--- src/design/tdc_block_word_unpacker_unit_assert.svh ---
// Assertion macros shared by the unpacker modules.
`ifndef TDC_BLOCK_WORD_UNPACKER_UNIT_ASSERT_SVH
`define TDC_BLOCK_WORD_UNPACKER_UNIT_ASSERT_SVH

// Same-cycle implication, checked out of reset.
`define TDC_BWU_ASSERT_IMPLIES(label, clk, rst, ante, cons, msg) \
   label: assert property (@(posedge clk) disable iff (rst) (ante) |-> (cons)) \
      else $error(msg);

// Next-cycle implication, checked out of reset.
`define TDC_BWU_ASSERT_NEXT(label, clk, rst, ante, cons, msg) \
   label: assert property (@(posedge clk) disable iff (rst) (ante) |=> (cons)) \
      else $error(msg);

`endif

--- src/design/tdc_bwu_pkg.sv ---
// ----------------------------------------------------------------------------
// tdc_bwu_pkg
// Types and codes shared by the readout word unpacker modules.
// ----------------------------------------------------------------------------
package tdc_bwu_pkg;

   localparam int QUEUE_DEPTH_DEFAULT = 4;

   // Word type, bits 26..25 of the readout word
   localparam logic [1:0] WT_BLOCK_HDR = 2'b00;
   localparam logic [1:0] WT_CONV_HDR  = 2'b01;
   localparam logic [1:0] WT_TRAILER   = 2'b10;

   // Result kinds
   localparam logic [1:0] KIND_HIT        = 2'd0;
   localparam logic [1:0] KIND_OK         = 2'd1;
   localparam logic [1:0] KIND_TAG_ERR    = 2'd2;
   localparam logic [1:0] KIND_NO_TRAILER = 2'd3;

   localparam logic [11:0] VALUE_OVERFLOW = 12'hfff;

   typedef struct packed {
      logic       is_zero;
      logic [1:0] wtype;
      logic       board_bit;
   } word_class_type;

   typedef struct packed {
      logic [31:0]    word;
      logic [7:0]     trig_tag;
      logic           sub_start;
      word_class_type cls;
   } entry_type;

endpackage

--- src/design/tdc_bwu_front.sv ---
// ----------------------------------------------------------------------------
// tdc_bwu_front
// Accepts requests, classifies each word and queues it for the parser.
// ----------------------------------------------------------------------------
`include "tdc_block_word_unpacker_unit_assert.svh"

module tdc_bwu_front
   import tdc_bwu_pkg::*;
#(
   parameter int QUEUE_DEPTH = QUEUE_DEPTH_DEFAULT
) (
   input  logic        clock,
   input  logic        reset,
   input  logic        req_valid,
   output logic        req_stall,
   input  logic [31:0] req_word,
   input  logic [7:0]  req_trig_tag,
   input  logic        req_sub_start,
   output logic        q_valid,
   output entry_type   q_entry,
   input  logic        q_pop
);

   localparam int PTR_W = (QUEUE_DEPTH > 1) ? $clog2(QUEUE_DEPTH) : 1;
   localparam int CNT_W = $clog2(QUEUE_DEPTH + 1);

   entry_type            mem_ff [QUEUE_DEPTH];
   logic [PTR_W-1:0]     wr_ptr_ff, wr_ptr_in;
   logic [PTR_W-1:0]     rd_ptr_ff, rd_ptr_in;
   logic [CNT_W-1:0]     count_ff, count_in;
   logic                 push, pop;
   entry_type            entry_in;

   always_comb begin
      entry_in.word          = req_word;
      entry_in.trig_tag      = req_trig_tag;
      entry_in.sub_start     = req_sub_start;
      entry_in.cls.is_zero   = (req_word == 32'd0);
      entry_in.cls.wtype     = req_word[26:25];
      entry_in.cls.board_bit = req_word[12];
   end

   assign req_stall = (count_ff == CNT_W'(QUEUE_DEPTH));
   assign push      = req_valid && !req_stall;
   assign q_valid   = (count_ff != '0);
   assign pop       = q_valid && q_pop;
   assign q_entry   = mem_ff[rd_ptr_ff];

   always_comb begin
      wr_ptr_in = wr_ptr_ff;
      rd_ptr_in = rd_ptr_ff;
      count_in  = count_ff;
      if (push) begin
         wr_ptr_in = (wr_ptr_ff == PTR_W'(QUEUE_DEPTH - 1)) ? '0 : wr_ptr_ff + PTR_W'(1);
      end
      if (pop) begin
         rd_ptr_in = (rd_ptr_ff == PTR_W'(QUEUE_DEPTH - 1)) ? '0 : rd_ptr_ff + PTR_W'(1);
      end
      if (push && !pop) begin
         count_in = count_ff + CNT_W'(1);
      end else if (pop && !push) begin
         count_in = count_ff - CNT_W'(1);
      end
   end

   always_ff @(posedge clock) begin
      if (reset) begin
         wr_ptr_ff <= '0;
         rd_ptr_ff <= '0;
         count_ff  <= '0;
      end else begin
         wr_ptr_ff <= wr_ptr_in;
         rd_ptr_ff <= rd_ptr_in;
         count_ff  <= count_in;
      end
   end

   always_ff @(posedge clock) begin
      if (push) begin
         mem_ff[wr_ptr_ff] <= entry_in;
      end
   end

   `TDC_BWU_ASSERT_IMPLIES(a_count_bound, clock, reset, 1'b1, count_ff <= CNT_W'(QUEUE_DEPTH), "queue count above depth")
   `TDC_BWU_ASSERT_NEXT(a_count_up, clock, reset, push && !pop, count_ff == $past(count_ff) + CNT_W'(1), "queue count did not advance on push")
   `TDC_BWU_ASSERT_IMPLIES(a_ptr_gap, clock, reset, count_ff == '0 || count_ff == CNT_W'(QUEUE_DEPTH), wr_ptr_ff == rd_ptr_ff, "queue pointers disagree with count")

endmodule

--- src/design/tdc_bwu_back.sv ---
// ----------------------------------------------------------------------------
// tdc_bwu_back
// Parses queued words one per cycle while the output register is free or being emptied, and holds the result in it.
// ----------------------------------------------------------------------------
`include "tdc_block_word_unpacker_unit_assert.svh"

module tdc_bwu_back
   import tdc_bwu_pkg::*;
(
   input  logic        clock,
   input  logic        reset,
   input  logic        q_valid,
   input  entry_type   q_entry,
   output logic        q_pop,
   output logic        rsp_valid,
   input  logic        rsp_stall,
   output logic [1:0]  rsp_kind,
   output logic [7:0]  rsp_crate,
   output logic [4:0]  rsp_slot,
   output logic [5:0]  rsp_channel,
   output logic [11:0] rsp_value,
   output logic        rsp_count_ok
);

   typedef enum logic [1:0] {PH_TOP, PH_SKIP, PH_DATA, PH_TRAILER} phase_type;

   phase_type   phase_ff, phase_in, cur_phase;
   logic [9:0]  remaining_ff, remaining_in, cur_remaining;
   logic [7:0]  expected_ff, expected_in, cur_expected;
   logic [7:0]  seen_ff, seen_in, cur_seen;
   logic [7:0]  crate_ff, crate_in, cur_crate;
   logic [4:0]  slot_ff, slot_in, cur_slot;
   logic        ended_ff, ended_in, cur_ended;

   logic        rsp_valid_ff, rsp_valid_in;
   logic [1:0]  rsp_kind_ff;
   logic [7:0]  rsp_crate_ff;
   logic [4:0]  rsp_slot_ff;
   logic [5:0]  rsp_channel_ff;
   logic [11:0] rsp_value_ff;
   logic        rsp_count_ok_ff;

   logic        res_valid;
   logic [1:0]  res_kind;
   logic [5:0]  res_channel;
   logic [11:0] res_value;
   logic        res_count_ok;
   logic        take;
   logic [31:0] w;

   // Advance only when the output register is free or being emptied
   assign take  = q_valid && (!rsp_valid_ff || !rsp_stall);
   assign q_pop = take;
   assign w     = q_entry.word;

   always_comb begin
      // A new subevent clears the parser before the word is parsed
      if (q_entry.sub_start) begin
         cur_phase     = PH_TOP;
         cur_remaining = '0;
         cur_expected  = '0;
         cur_seen      = '0;
         cur_crate     = '0;
         cur_slot      = '0;
         cur_ended     = 1'b0;
      end else begin
         cur_phase     = phase_ff;
         cur_remaining = remaining_ff;
         cur_expected  = expected_ff;
         cur_seen      = seen_ff;
         cur_crate     = crate_ff;
         cur_slot      = slot_ff;
         cur_ended     = ended_ff;
      end

      phase_in     = cur_phase;
      remaining_in = cur_remaining;
      expected_in  = cur_expected;
      seen_in      = cur_seen;
      crate_in     = cur_crate;
      slot_in      = cur_slot;
      ended_in     = cur_ended;

      res_valid    = 1'b0;
      res_kind     = KIND_HIT;
      res_channel  = '0;
      res_value    = '0;
      res_count_ok = 1'b0;

      if (!cur_ended) begin
         unique case (cur_phase)
            PH_SKIP: begin
               remaining_in = cur_remaining - 10'd1;
               if (remaining_in == '0) begin
                  phase_in = PH_TOP;
               end
            end
            PH_DATA: begin
               if (q_entry.cls.is_zero) begin
                  ended_in     = 1'b1;
                  phase_in     = PH_TOP;
                  res_valid    = 1'b1;
                  res_kind     = KIND_NO_TRAILER;
                  res_count_ok = (cur_seen == cur_expected);
               end else begin
                  seen_in = cur_seen + 8'd1;
                  if (seen_in >= cur_expected) begin
                     phase_in = PH_TRAILER;
                  end
                  // Drop words from another slot
                  if (w[31:27] == cur_slot) begin
                     res_valid   = 1'b1;
                     res_kind    = KIND_HIT;
                     res_channel = w[21:16];
                     res_value   = (w[11:0] == VALUE_OVERFLOW) ? 12'd0 : w[11:0];
                  end
               end
            end
            PH_TRAILER: begin
               phase_in     = PH_TOP;
               res_valid    = 1'b1;
               res_count_ok = (cur_seen == cur_expected);
               if (q_entry.cls.is_zero) begin
                  ended_in = 1'b1;
               end
               if (q_entry.cls.wtype != WT_TRAILER) begin
                  res_kind = KIND_NO_TRAILER;
               end else if (w[7:0] != q_entry.trig_tag) begin
                  res_kind = KIND_TAG_ERR;
               end else begin
                  res_kind = KIND_OK;
               end
            end
            PH_TOP: begin
               if (q_entry.cls.is_zero) begin
                  ended_in = 1'b1;
               end else if (q_entry.cls.wtype == WT_BLOCK_HDR) begin
                  if (q_entry.cls.board_bit) begin
                     remaining_in = w[9:0];
                     if (w[9:0] != '0) begin
                        phase_in = PH_SKIP;
                     end
                  end
               end else if (q_entry.cls.wtype == WT_CONV_HDR) begin
                  expected_in = w[15:8];
                  crate_in    = w[23:16];
                  slot_in     = w[31:27];
                  seen_in     = '0;
                  phase_in    = (w[15:8] == '0) ? PH_TRAILER : PH_DATA;
               end
            end
            default: begin
               phase_in = PH_TOP;
            end
         endcase
      end

      rsp_valid_in = take ? res_valid : (rsp_valid_ff && rsp_stall);
   end

   always_ff @(posedge clock) begin
      if (reset) begin
         phase_ff     <= PH_TOP;
         remaining_ff <= '0;
         expected_ff  <= '0;
         seen_ff      <= '0;
         crate_ff     <= '0;
         slot_ff      <= '0;
         ended_ff     <= 1'b0;
         rsp_valid_ff <= 1'b0;
      end else begin
         rsp_valid_ff <= rsp_valid_in;
         if (take) begin
            phase_ff     <= phase_in;
            remaining_ff <= remaining_in;
            expected_ff  <= expected_in;
            seen_ff      <= seen_in;
            crate_ff     <= crate_in;
            slot_ff      <= slot_in;
            ended_ff     <= ended_in;
         end
      end
      if (take && res_valid) begin
         rsp_kind_ff     <= res_kind;
         rsp_crate_ff    <= cur_crate;
         rsp_slot_ff     <= cur_slot;
         rsp_channel_ff  <= res_channel;
         rsp_value_ff    <= res_value;
         rsp_count_ok_ff <= res_count_ok;
      end
   end

   assign rsp_valid    = rsp_valid_ff;
   assign rsp_kind     = rsp_kind_ff;
   assign rsp_crate    = rsp_crate_ff;
   assign rsp_slot     = rsp_slot_ff;
   assign rsp_channel  = rsp_channel_ff;
   assign rsp_value    = rsp_value_ff;
   assign rsp_count_ok = rsp_count_ok_ff;

   `TDC_BWU_ASSERT_IMPLIES(a_skip_nonzero, clock, reset, phase_ff == PH_SKIP, remaining_ff != '0, "skip phase with nothing left to skip")
   `TDC_BWU_ASSERT_IMPLIES(a_ended_top, clock, reset, ended_ff, phase_ff == PH_TOP, "closed subevent outside top level")
   `TDC_BWU_ASSERT_IMPLIES(a_hit_no_cok, clock, reset, rsp_valid_ff && rsp_kind_ff == KIND_HIT, !rsp_count_ok_ff, "hit result carries count flag")

endmodule

--- src/design/tdc_block_word_unpacker_unit.sv ---
// ----------------------------------------------------------------------------
// tdc_block_word_unpacker_unit
// Unpacks converter-board readout words into hit and block status results.
// ----------------------------------------------------------------------------
//   channel   direction  handshake            payload
//   req_      in         req_valid/req_stall  word, trig_tag, sub_start
//   rsp_      out        rsp_valid/rsp_stall  kind, crate, slot, channel, value, count_ok
//
// One word per cycle sustained while the output is not stalled; the parser state updates as each word is taken.
// A request reaches its result through the queue, then the output register.
// The queue of QUEUE_DEPTH requests absorbs output stalls; req_stall is high
// only while it is full.
// Reset is synchronous and clears the queue, the parser and the output valid.
// ----------------------------------------------------------------------------
module tdc_block_word_unpacker_unit
   import tdc_bwu_pkg::*;
#(
   parameter int QUEUE_DEPTH = QUEUE_DEPTH_DEFAULT
) (
   input  logic        clock,
   input  logic        reset,
   input  logic        req_valid,
   output logic        req_stall,
   input  logic [31:0] req_word,
   input  logic [7:0]  req_trig_tag,
   input  logic        req_sub_start,
   output logic        rsp_valid,
   input  logic        rsp_stall,
   output logic [1:0]  rsp_kind,
   output logic [7:0]  rsp_crate,
   output logic [4:0]  rsp_slot,
   output logic [5:0]  rsp_channel,
   output logic [11:0] rsp_value,
   output logic        rsp_count_ok
);

   logic      q_valid;
   logic      q_pop;
   entry_type q_entry;

   tdc_bwu_front #(
      .QUEUE_DEPTH(QUEUE_DEPTH)
   ) u_front (
      .clock        (clock),
      .reset        (reset),
      .req_valid    (req_valid),
      .req_stall    (req_stall),
      .req_word     (req_word),
      .req_trig_tag (req_trig_tag),
      .req_sub_start(req_sub_start),
      .q_valid      (q_valid),
      .q_entry      (q_entry),
      .q_pop        (q_pop)
   );

   tdc_bwu_back u_back (
      .clock       (clock),
      .reset       (reset),
      .q_valid     (q_valid),
      .q_entry     (q_entry),
      .q_pop       (q_pop),
      .rsp_valid   (rsp_valid),
      .rsp_stall   (rsp_stall),
      .rsp_kind    (rsp_kind),
      .rsp_crate   (rsp_crate),
      .rsp_slot    (rsp_slot),
      .rsp_channel (rsp_channel),
      .rsp_value   (rsp_value),
      .rsp_count_ok(rsp_count_ok)
   );

endmodule

--- config.mk ---
export PLATFORM = sky130hd
export DESIGN_NAME = tdc_block_word_unpacker_unit
export DESIGN_NICKNAME = d
export VERILOG_FILES = /design/src/design/tdc_bwu_pkg.sv /design/src/design/tdc_bwu_front.sv /design/src/design/tdc_bwu_back.sv /design/src/design/tdc_block_word_unpacker_unit.sv
export VERILOG_INCLUDE_DIRS = /design/src /design/src/design
export SDC_FILE = /design/constraint.sdc
export NUM_CORES = 1
export LEC_CHECK = 0
export ABC_AREA = 1
export BUFFER_PORTS_ARGS = -buffer_cell sky130_fd_sc_hd__buf_2
export CORE_AREA = 2 2 171 173
export DETAILED_ROUTE_END_ITERATION = 10
export DIE_AREA = 0 0 173 175
export PLACE_DENSITY_LB_ADDON = 0.2
export SKIP_LAST_GASP = 1
export SLEW_MARGIN = 20
export SYNTH_ARGS = -nofsm -noshare
export SYNTH_HDL_FRONTEND = slang
export SYNTH_SLANG_ARGS = --single-unit
--- constraint.sdc ---
create_clock -name clock -period 3.78 [get_ports clock]
set_clock_uncertainty 0.05 [all_clocks]
set_input_delay 0 -clock clock [delete_from_list [all_inputs] [get_ports clock]]
set_output_delay 0 -clock clock [all_outputs]
set_load 0.005 [all_outputs]
==> results of run 1 <==
[state kept, by name, indices dropped and copies added (netlist names), named ones only]
register / cells
u_back.rsp_kind: 2
u_front.mem_ff: 164
u_back.phase_ff: 2
u_back.rsp_valid: 1
u_back.ended_ff: 1
u_back.rsp_slot: 5
u_front.wr_ptr_ff: 2
u_back.rsp_channel: 6
u_back.remaining_ff: 10
u_front.count_ff: 3
u_back.seen_ff: 8
u_back.rsp_count_ok: 1
u_front.rd_ptr_ff: 2
u_back.expected_ff: 8
u_back.rsp_value: 12
u_back.crate_ff: 8
u_back.rsp_crate: 8
u_back.slot_ff: 5
[cell type report]
cell class / count / area [µm²] / area share
flip-flops and latches: 250 / 6988 / 0.5242
multi-input cells: 677 / 3595 / 0.2697
repair buffers: 142 / 988.4 / 0.07415
clock buffers: 37 / 755.7 / 0.05669
well taps: 384 / 480.5 / 0.03604
inverters: 108 / 405.4 / 0.03041
clock inverters: 14 / 117.6 / 0.008823
[layer usage]
metal / global-route usage / vias to the layer above
li1: - / 4011
met1: 0.2509 / 3877
met2: 0.3028 / 171
met3: 0.02742 / 29
met4: 0.03672 / 0
met5: 0 / -
[critical path: cells and delay by family, from the launching register on]
family	cells	cell delay [ps]
xor+xnor	1	160
buf+inv	3	340
simple gates	12	1320
compound gates	1	200
flops	1	360
fa+ha+maj	2	390
[worst max-delay path by stage]
stage                                           startpoint                              end  slack, ps  cells past startpoint
after detailed placement                              flop  u_back.phase_ff[0]$_SDFFE_PP0P_        850                     19
final                                                 flop  u_back.phase_ff[0]$_SDFFE_PP0P_        820                     19
after floorplan           u_front.count_ff[0]$_SDFFE_PP0P_  u_front.mem_ff[0][10]$_DFFE_PP_        830                      4
after CTS                                             flop  u_back.phase_ff[0]$_SDFFE_PP0P_        850                     19
after global routing                                  flop  u_back.phase_ff[0]$_SDFFE_PP0P_        530                     24
after global placement                                flop  u_back.phase_ff[0]$_SDFFE_PP0P_        960                     21
[placed cells by master (no fill, tap or decap), drive strengths merged, types with 6 or more instances in the layout]
cell	n
o21ai	91
edfxtp	198
ha	17
clkbuf	37
xor2	18
o22ai	14
nand3	54
dlygate4sd3	44
a211oi	6
nand2	234
a32o	7
buf	98
nand4	7
a31oi	12
nor3	6
o211ai	20
nor4	11
inv	108
a21oi	52
nor2	103
dfxtp	52
clkinv	11
[what timing repair did]
item / CTS / global route
hold endpoints to repair: 175 / 0
resized for setup: 0 / 0
hold buffers: 44 / 0
[cell families (layout without fill, tap and decap cells)]
logic type | after synthesis | in the layout | share of synthesized area
flops | 250 | 250 | 0.6202
simple gates | 420 | 420 | 0.1621
compound gates | 218 | 218 | 0.1162
buf+inv | 154 | 301 | 0.06453
fa+ha+maj | 18 | 18 | 0.02066
xor+xnor | 21 | 21 | 0.01633
[power by group through the flow]
stage	Combinational [mW]	Sequential (mW)	Clock (mW)
2_1_floorplan	2.89	3.62	0
3_5_place_dp	3.78	3.68	0
3_3_place_gp	3.75	3.68	0
5_1_grt	4.32	3.67	2.75
4_1_cts	3.83	3.63	2.65
6_report	3.83	3.63	2.59
[through the flow]
stage | power, mW | hold WS (ps) | worst slack (ps)
floorplan | 6.509 | 48.87 | 828.8
detailed placement | 7.463 | 178.5 | 850.4
global placement | 7.425 | 171.7 | 961.3
global route | 10.74 | 158.3 | 526.4
finish | 10.04 | 79.92 | 823.7
CTS | 10.10 | 66.73 | 847.3
==> summary.md, run 1 <==
| Metric | Value |
|---|---|
| DP HPWL | between 15 and 20 mm |
| Layout cells sized above 1 | 0.1515 |
| Setup TNS Final | 0 ps |
| Final Slew Violations | 0 |
| Sequential Power Share | 0.361 |
| Net Count, Synth | 1144 |
| DRC viols | 0 |
| DR vias | a little over 8000 |
| Hold path start | req_valid |
| Syn. warnings | 0 |
| Worst hold endpoint | u_front.count_ff[1]$_SDFFE_PP0P_ |
| Post-DR vias/cell | between 5 and 6 |
| CTS buffer count | 28 |
| CTS H-tree depth | 1 |
| 1st-iter DRT viols | 550 |
| Worst setup SP type | flop |
| Met1 WL | about 13 mm |
| Worst r2r dst | u_back.phase_ff[0]$_SDFFE_PP0P_ |
| Design area | ~13000 µm² |
| Worst path cell trace | inv_2 > nand2_1 > nand3_2 > nand2_4 > inv_2 > nor2_1 > ha_1 > nand3_1 > nor2_1 > nand2_1 > xor2_1 > inv_2 > ha_1 > a211oi_1 > nand2_1 > nand2_1 > nand3_1 > nor2_1 > nor2_1 |
| Clk buf depth | 3 |
| Clock tree root buffer cell | clkbuf_16 |
| RePlAce Congestion | 0.8652 |
| Slowest CP cell | dfxtp_2 |
| Crit path kind | flop to flop |
| Power share of the clock group | 0.258 |
| NetSw | 3.934 mW |
| CORE AREA | ~28000 µm² |
| PwrDens | roughly 750 nW/µm² |
| Crit path DAT | approximately 3300 ps |
| Pleak | between 5 and 6 nW |
| Sw Share | 0.3917 |
| Post-synth top area cell | edfxtp_1 |
| Gr ovfl total | 0 |
| Crit path max fanout | 22 |
| Synthesized area per cell | about 10 µm² |
| Post-CTS Setup Inserts | 0 |
| Post-synthesis cell area | around 11000 µm² |
| Clk Latency, worst-skew pair | 540 ps |
| Post-DRT Antenna Nets | 0 |
| Post-synth EDFFs | a little under 200 |
| Die width | 173 µm |
| Drt pass-1 iters | 5 |
| Internal | between 6 and 7 mW |
| F_max | around 340 MHz |
| Outcome | completed |
| Fin crit period | 2956 ps |
| First-pass GRT wire length | 43.20 mm |
| Final Setup Violations | 0 |
| TritonCTS clock tree | done |
| Combinational power share | 0.381 |
| Met3 routed WL | 1.274 mm |
| Wire length on met2 | approximately 13 mm |
| Cells after Synth | between 1000 and 1500 |
| Synth cell count leaders | 224 x nand2_1, 198 x edfxtp_1, 98 x inv_1 |
| IO Count | slightly above 80 |
| Max cap viols | 0 |
| Peak VDD IR | 0.0003950 V |
| Worst-path clk slew | around 60 ps |
| Unique masters post-synth | between 40 and 50 |
| Finished Layout Cells | 1612 |
| Final hold vios | 0 |
| Top Layer Used | met4 |
| Dpl cells | between 1500 and 2000 |
| # clock sinks | 250 |
| Sequential share of the synthesized area | 0.6202 |
| Die Height | about 180 µm |
| Count leader, synth | nand2_1 |
| Number of global-route vias before repair | 7744 |
| Total wire length | approximately 28 mm |
| Routed WL per cell | roughly 17 µm |
| IO Port Bufs | 80 |
| Die ar. | 30280 µm² |
| Synth area leaders | edfxtp_1 53%, dfxtp_1 9.2%, nand2_1 7.5% |
| Ys async rst share | 0 |
| Worst path max stage delay | approximately 360 ps |
| Share of the synthesized area in the top cell type | 0.5278 |
| Area growth syn-to-layout | 18.34% |
| Final Net Count | 1270 |
| Worst rel slew slack | 0.3301 |
| Ys flop type | edfxtp_1 |
| CP endpoint kind | flop |
| Diode count | 0 |
| Flop2flop setup slack | a little over 800 ps |
| Worst Reg2Reg Path Length in Cells | 19 |
| WHS Path Cells | 6 |
| Crit path required time | between 4000 and 5000 ps |
| #FFs+latches synth | 250 |
| Final Util | 0.4695 |
| Starting Density | 0.3967 |
| Tcrit/Tclk final | 0.7821 |
| Placed Area | about 12000 µm² |
| Worst slew pin tran | approximately 1000 ps |
| Hold Path Class | input port to flop |
| Fillers | 2717 |
| Num rows | 62 |
| Pin count of the biggest net entering global routing | approximately 60 |
| Initial antenna violation count | 0 |
| GRT Total Usage | 0.1809 |
| Unrepaired setup endpoints after global routing | false |
No activity file was read; power rests on OpenSTA's default activity.
==> inputs of run 2 (changes only) <==
clock period = 2.42 ns   (was 3.78 ns; I/O delays follow)
==> summary.md, run 2 (synthesis results as in run 1) <==
| Metric | Value |
|---|---|
| Crit path kind | flop to flop |
| Max FFs per register | between 150 and 200 |
| Pleak | about 5.7 nW |
| Top delay family on crit path | simple AND/OR/NAND/NOR gates |
| Final Net Count | approximately 1400 |
| Tcrit/Tclk final | 1.020 |
| Number of global-route vias before repair | around 8400 |
| Final hold vios | 0 |
| Bufs and invs on worst path | 3 |
| Pin count of the biggest net entering global routing | 42 |
| Die Height | 175 µm |
| DR vias | 8503 |
| Routed WL per cell | roughly 17 µm |
| F_max | between 400 and 500 MHz |
| Area growth syn-to-layout | 28.23% |
| Setup TNS Final | -47.75 ps |
| CTS H-tree depth | 1 |
| Worst Reg2Reg Path Length in Cells | 18 |
| Clk buf depth | 3 |
| Worst r2r dst | u_back.phase_ff[0]$_SDFFE_PP0P_ |
| Worst-path clk slew | about 60 ps |
| Total wire length | ~29 mm |
| Unrepaired setup endpoints after global routing | true |
| CP endpoint kind | flop |
| DP HPWL | roughly 19 mm |
| Outcome | complete, but fails checks |
| Worst path max stage delay | about 380 ps |
| Commonest cells after routing, fill and taps aside | 221 x nand2_1, 198 x edfxtp_1, 110 x buf_4, 96 x inv_1, 80 x buf_2 |
| Register Area | roughly 7000 µm² |
| Final Util | 0.5088 |
| Hold Path Class | input port to flop |
| RePlAce Congestion | around 0.82 |
| Crit path required time | roughly 2800 ps |
| IO Count | just over 80 |
| Layout cells sized above 1 | 0.2399 |
| Most flop-heavy register | u_front.mem_ff |
| GRT Total Usage | 0.1891 |
| Final Setup Violations | 1 |
| Die ar. | approximately 30000 µm² |
| PwrDens | between 1000 and 1500 nW/µm² |
| DRC viols | 0 |
| Drt pass-1 iters | 5 |
| Multi-input gate area | roughly 3700 µm² |
| Clk Latency, worst-skew pair | about 540 ps |
| Peak VDD IR | around 0.00062 V |
| Worst path depth | 18 |
| Post-DR vias/cell | around 5 |
| Fin crit period | 2468 ps |
| Worst setup SP type | flop |
| TritonCTS clock tree | done |
| Slowest CP cell | dfxtp_4 |
| Fillers | roughly 2600 |
| Flop2flop setup slack | -50 ps |
| Hold path start | req_valid |
| Pre-CTS WS | -71.19 ps |
| Most common cell after layout, fill and taps aside | nand2_1 |
| Worst setup path endpoint | u_back.phase_ff[0]$_SDFFE_PP0P_ |
| Post-DRT Antenna Nets | 0 |
| CTS buffer count | 28 |
| Clock tree root buffer cell | clkbuf_16 |
| First-pass GRT wire length | between 40 and 50 mm |
| Die width | around 170 µm |
| Num rows | between 60 and 70 |
| 1st-iter DRT viols | ~640 |
| Worst path cell trace | inv_4 > nand2_2 > nand3_2 > nand2_4 > buf_12 > nand2_4 > inv_4 > nand4_4 > nor2_4 > nand3_2 > xor2_1 > ha_1 > a211oi_2 > nand2_1 > nand2_1 > nand3_1 > nor2_1 > nor2_1 |
| Final Slew Violations | 0 |
| # clock sinks | 250 |
| IO Port Bufs | 80 |
| Diode count | 0 |
| Max cap viols | 0 |
| Failing checks | negative setup slack |
| Setup WS post-layout | -47.75 ps |
| Gr ovfl total | 0 |
| Crit path max fanout | 5 |
| CORE AREA | roughly 28000 µm² |
| Worst slew pin tran | 619.5 ps |
| Worst rel slew slack | 0.5832 |
| Crit path DAT | 2850 ps |
| Initial antenna violation count | 0 |
| Starting Density | 0.3967 |
-- run 2: changes by cell type in the layout (fill, tap and decap cells not counted), sizes merged --
| cell | before | now |
|---|---|---|
| buf | 98 | 208 |
| clkbuf | 37 | 33 |
| clkinv | 11 | 15 |
| bufinv | 2 | 0 |
| clkinvlp | 1 | 3 |
| dlygate4sd3 | 44 | 43 |
| nand3b | 2 | 3 |
-- run 2: final cells by class --
cell class | instances | area share
flip-flops and latches | 250 | 0.4840
multi-input cells | 678 | 0.2593
repair buffers | 251 | 0.1362
clock buffers | 33 | 0.05128
well taps | 384 | 0.03326
inverters | 108 | 0.02936
clock inverters | 18 | 0.006496
-- run 2: tightest hold or removal path, stage by stage --
cell     delay [ps]
buf_2            80
inv_1            30
nor2_1          150
ha_1            190
o21ai_0         100
nor2_1           80
-- run 2: where the power goes --
part / internal [mW] / total (mW) / switching, mW
Clock: 2.18 / 3.85 / 1.68
Combinational: 3.05 / 7.57 / 4.52
Sequential: 5.33 / 5.71 / 0.384
Total: 10.5 / 17.1 / 6.58
-- run 2: metal layers --
metal	global-route usage	part of all wire	vias to the layer above
met5	0	0	-
met4	0.04520	0.018	0
met3	0.02198	0.043	36
met2	0.3215	0.48	190
met1	0.2597	0.46	4048
li1	-	-	4229
-- run 2: stage by stage --
step	hold slack [ps]	power, mW	cells	cell area [µm²]
floorplan	48.87	10.22	1081	11300
global placement	169.3	12.93	1622	12970
detailed placement	175.5	12.99	1622	12970
CTS	66.82	17.05	1718	14320
global route	146.9	18.31	1722	14450
finish	71.32	17.13	1722	14450
-- run 2: how the worst min path moves through the flow --
stage                                       end  slack, ps  cells after the start
4_1_cts        u_front.count_ff[1]$_SDFFE_PP0P_         70                      6
3_5_place_dp    u_front.mem_ff[1][12]$_DFFE_PP_        180                      1
3_3_place_gp     u_front.mem_ff[1][6]$_DFFE_PP_        170                      1
2_1_floorplan   u_front.mem_ff[0][10]$_DFFE_PP_         50                      0
6_report       u_front.count_ff[1]$_SDFFE_PP0P_         70                      6
5_1_grt        u_front.count_ff[1]$_SDFFE_PP0P_        150                      6
-- run 2: timing repair --
item	CTS	global route
hold buffers	43	0
hold endpoints to repair	173	0
buffers inserted	2	3
cloned	0	1
endpoints found under the setup margin	46	80
pin swaps	9	7
gates resized for setup	17	20
==> inputs of run 3 (changes only) <==
CORE_AREA = 2 2 164 182   (was 2 2 171 173)
DIE_AREA = 0 0 166 184   (was 0 0 173 175)
==> summary.md, run 3 (synthesis results as in run 1) <==
| Metric | Value |
|---|---|
| Top delay family on crit path | simple AND/OR/NAND/NOR gates |
| CTS H-tree depth | 1 |
| Tcrit/Tclk final | 1.034 |
| Worst slew pin tran | approximately 570 ps |
| First-pass GRT wire length | around 44 mm |
| PwrDens | 1172 nW/µm² |
| Routed WL per cell | between 15 and 20 µm |
| 1st-iter DRT viols | 563 |
| Fin crit period | around 2500 ps |
| GR Layer Usage met2 | 0.3132 |
| Gr ovfl total | 0 |
| RePlAce Congestion | around 0.83 |
| Clock tree root buffer cell | clkbuf_16 |
| Clk buf depth | 3 |
| Met3 usage | 0.02153 |
| Final Util | 0.4974 |
| Multi-input gate area | 3664 µm² |
| Post-DRT Antenna Nets | 0 |
| Final Setup Violations | 1 |
| Pleak | 5.633 nW |
| Number of global-route vias before repair | 8139 |
| Worst path cell trace | inv_4 > nand2_1 > nand3_2 > nand2_4 > inv_4 > nor2_4 > ha_4 > xor2_1 > inv_1 > ha_1 > nand2_1 > nand2_1 > nand2_1 > nand2_1 > nand2_1 > nand2_1 > nand2_1 > nand2_1 > nand2_1 > nand2_1 > nand2_1 > nand3_1 > nor2_1 > nor2_1 |
| DP HPWL | 18.54 mm |
| CP endpoint kind | flop |
| Unrepaired setup endpoints after global routing | true |
| Worst path max stage delay | about 370 ps |
| Fillers | between 2000 and 3000 |
| Initial antenna violation count | 0 |
| Pin count of the biggest net entering global routing | 44 |
| Peak VDD IR | between 0.0005 and 0.0006 V |
| F_max | around 400 MHz |
| Die Height | ~180 µm |
| Clk Latency, worst-skew pair | ~530 ps |
| Crit path required time | ~2800 ps |
| Num rows | 65 |
| Final Slew Violations | 0 |
| Most Crowded Layer GR | met2 |
| Slowest CP cell | dfxtp_4 |
| IO Count | 81 |
| GRT Total Usage | 0.1801 |
| Most used cell, CP | nand2_1 |
| Total wire length | between 20 and 30 mm |
| Bufs and invs on worst path | 3 |
| DRC viols | 0 |
| Final Net Count | 1363 |
| DR vias | roughly 8300 |
| Die ar. | a little over 30000 µm² |
| Most common cell after layout, fill and taps aside | nand2_1 |
| Final hold vios | 0 |
| Crit path max fanout | 5 |
| Post-DR vias/cell | approximately 4.9 |
| Drt pass-1 iters | 5 |
| Starting Density | 0.3946 |
| Hold Path Class | input port to flop |
| Die width | 166 µm |
| Crit path kind | flop to flop |
| Crit path DAT | 2870 ps |
| Register Area | 6992 µm² |
| Commonest cells after routing, fill and taps aside | 222 x nand2_1, 198 x edfxtp_1, 96 x inv_1, 96 x buf_4, 80 x buf_2 |
| Worst rel slew slack | 0.6163 |
| Worst-path clk slew | about 60 ps |
| # clock sinks | between 200 and 300 |
| Layout cells sized above 1 | 0.2274 |
| Worst setup SP type | flop |
| Setup WS post-layout | -82.53 ps |
| Max cap viols | 0 |
| IO Port Bufs | 80 |
| Most flop-heavy register | u_front.mem_ff |
| Met1 Use GR | 0.2389 |
| Failing checks | negative setup slack |
| Area growth syn-to-layout | 26.05% |
| Outcome | complete, but fails checks |
| CTS buffer count | 25 |
| Diode count | 0 |
| CORE AREA | around 29000 µm² |
| TritonCTS clock tree | done |
| Total Power | 16.64 mW |
| Max FFs per register | 164 |
## run 3: cell types whose count changed in the layout (fill, tap and decap cells not counted), moves of 2 or more
cell	previous run	this run
nor2_2	15	22
clkinv_2	7	5
buf_4	110	96
clkbuf_8	0	2
clkbuf_16	29	27
clkinv_4	1	3
nor4_2	2	0
nor2_1	77	74
nor2_4	11	7
nor4_1	8	11
## run 3: per-stage QoR
stage,hold slack (ps),worst slack (ps),setup TNS (ps),cell area (µm²),cells
final,149.5,-82.53,-82.53,14200,1687
after global routing,179.7,-270.6,-4765,14200,1687
after CTS,132.3,-13.28,-13.28,14070,1681
after detailed placement,174.8,-79.72,-418.2,12820,1589
after global placement,167.4,-6.225,-6.225,12820,1589
after floorplan,48.87,-531.2,-87140,11300,1081
## run 3: cell type report
cell class | count | area share
sequential | 250 | 0.4924
multi-input combinational | 677 | 0.2580
timing repair buffer | 238 | 0.1343
clock buffer | 30 | 0.04679
tap | 368 | 0.03243
inverter | 108 | 0.02961
clock inverter | 16 | 0.006433
## run 3: power breakdown
group,internal [mW],leakage (nW),switching [mW]
Clock,1.96,0.376,1.59
Sequential,5.32,2.19,0.356
Combinational,2.97,3.06,4.43
Total,10.3,5.63,6.38
## run 3: what timing repair did
action | CTS | global route
gates resized for setup | 7 | 16
gates cloned | 0 | 3
hold buffers | 43 | 0
pin swaps | 6 | 8
endpoints found under the setup margin | 36 | 74
endpoints found under the hold margin | 176 | 0
setup buffers | 3 | 3
## run 3: worst paths after layout
path,from,endpoint,slack (ps),cells past startpoint
setup / recovery,flop,u_back.phase_ff[0]$_SDFFE_PP0P_,-80,24
hold / removal,req_valid,u_front.count_ff[0]$_SDFFE_PP0P_,150,6
setup reg to reg,flop,u_back.phase_ff[0]$_SDFFE_PP0P_,-80,24
hold reg to reg,u_back.crate_ff[5]$_SDFFE_PP0P_,u_back.crate_ff[5]$_SDFFE_PP0P_,430,2
## run 3: per-layer routing
layer | vias up | share of wire
met5 | - | 0
met4 | 0 | 0.019
met3 | 37 | 0.045
met2 | 190 | 0.49
met1 | 3921 | 0.44
li1 | 4201 | -
## run 3: worst register-to-register path, delay by kind of cell, from the launching register on
family	cells	cell delay (ps)
and+or+nand+nor	18	1210
xor gates and xnor gates	1	160
DFF	1	370
buffers and inverters	3	200
adders and majority gates	2	420
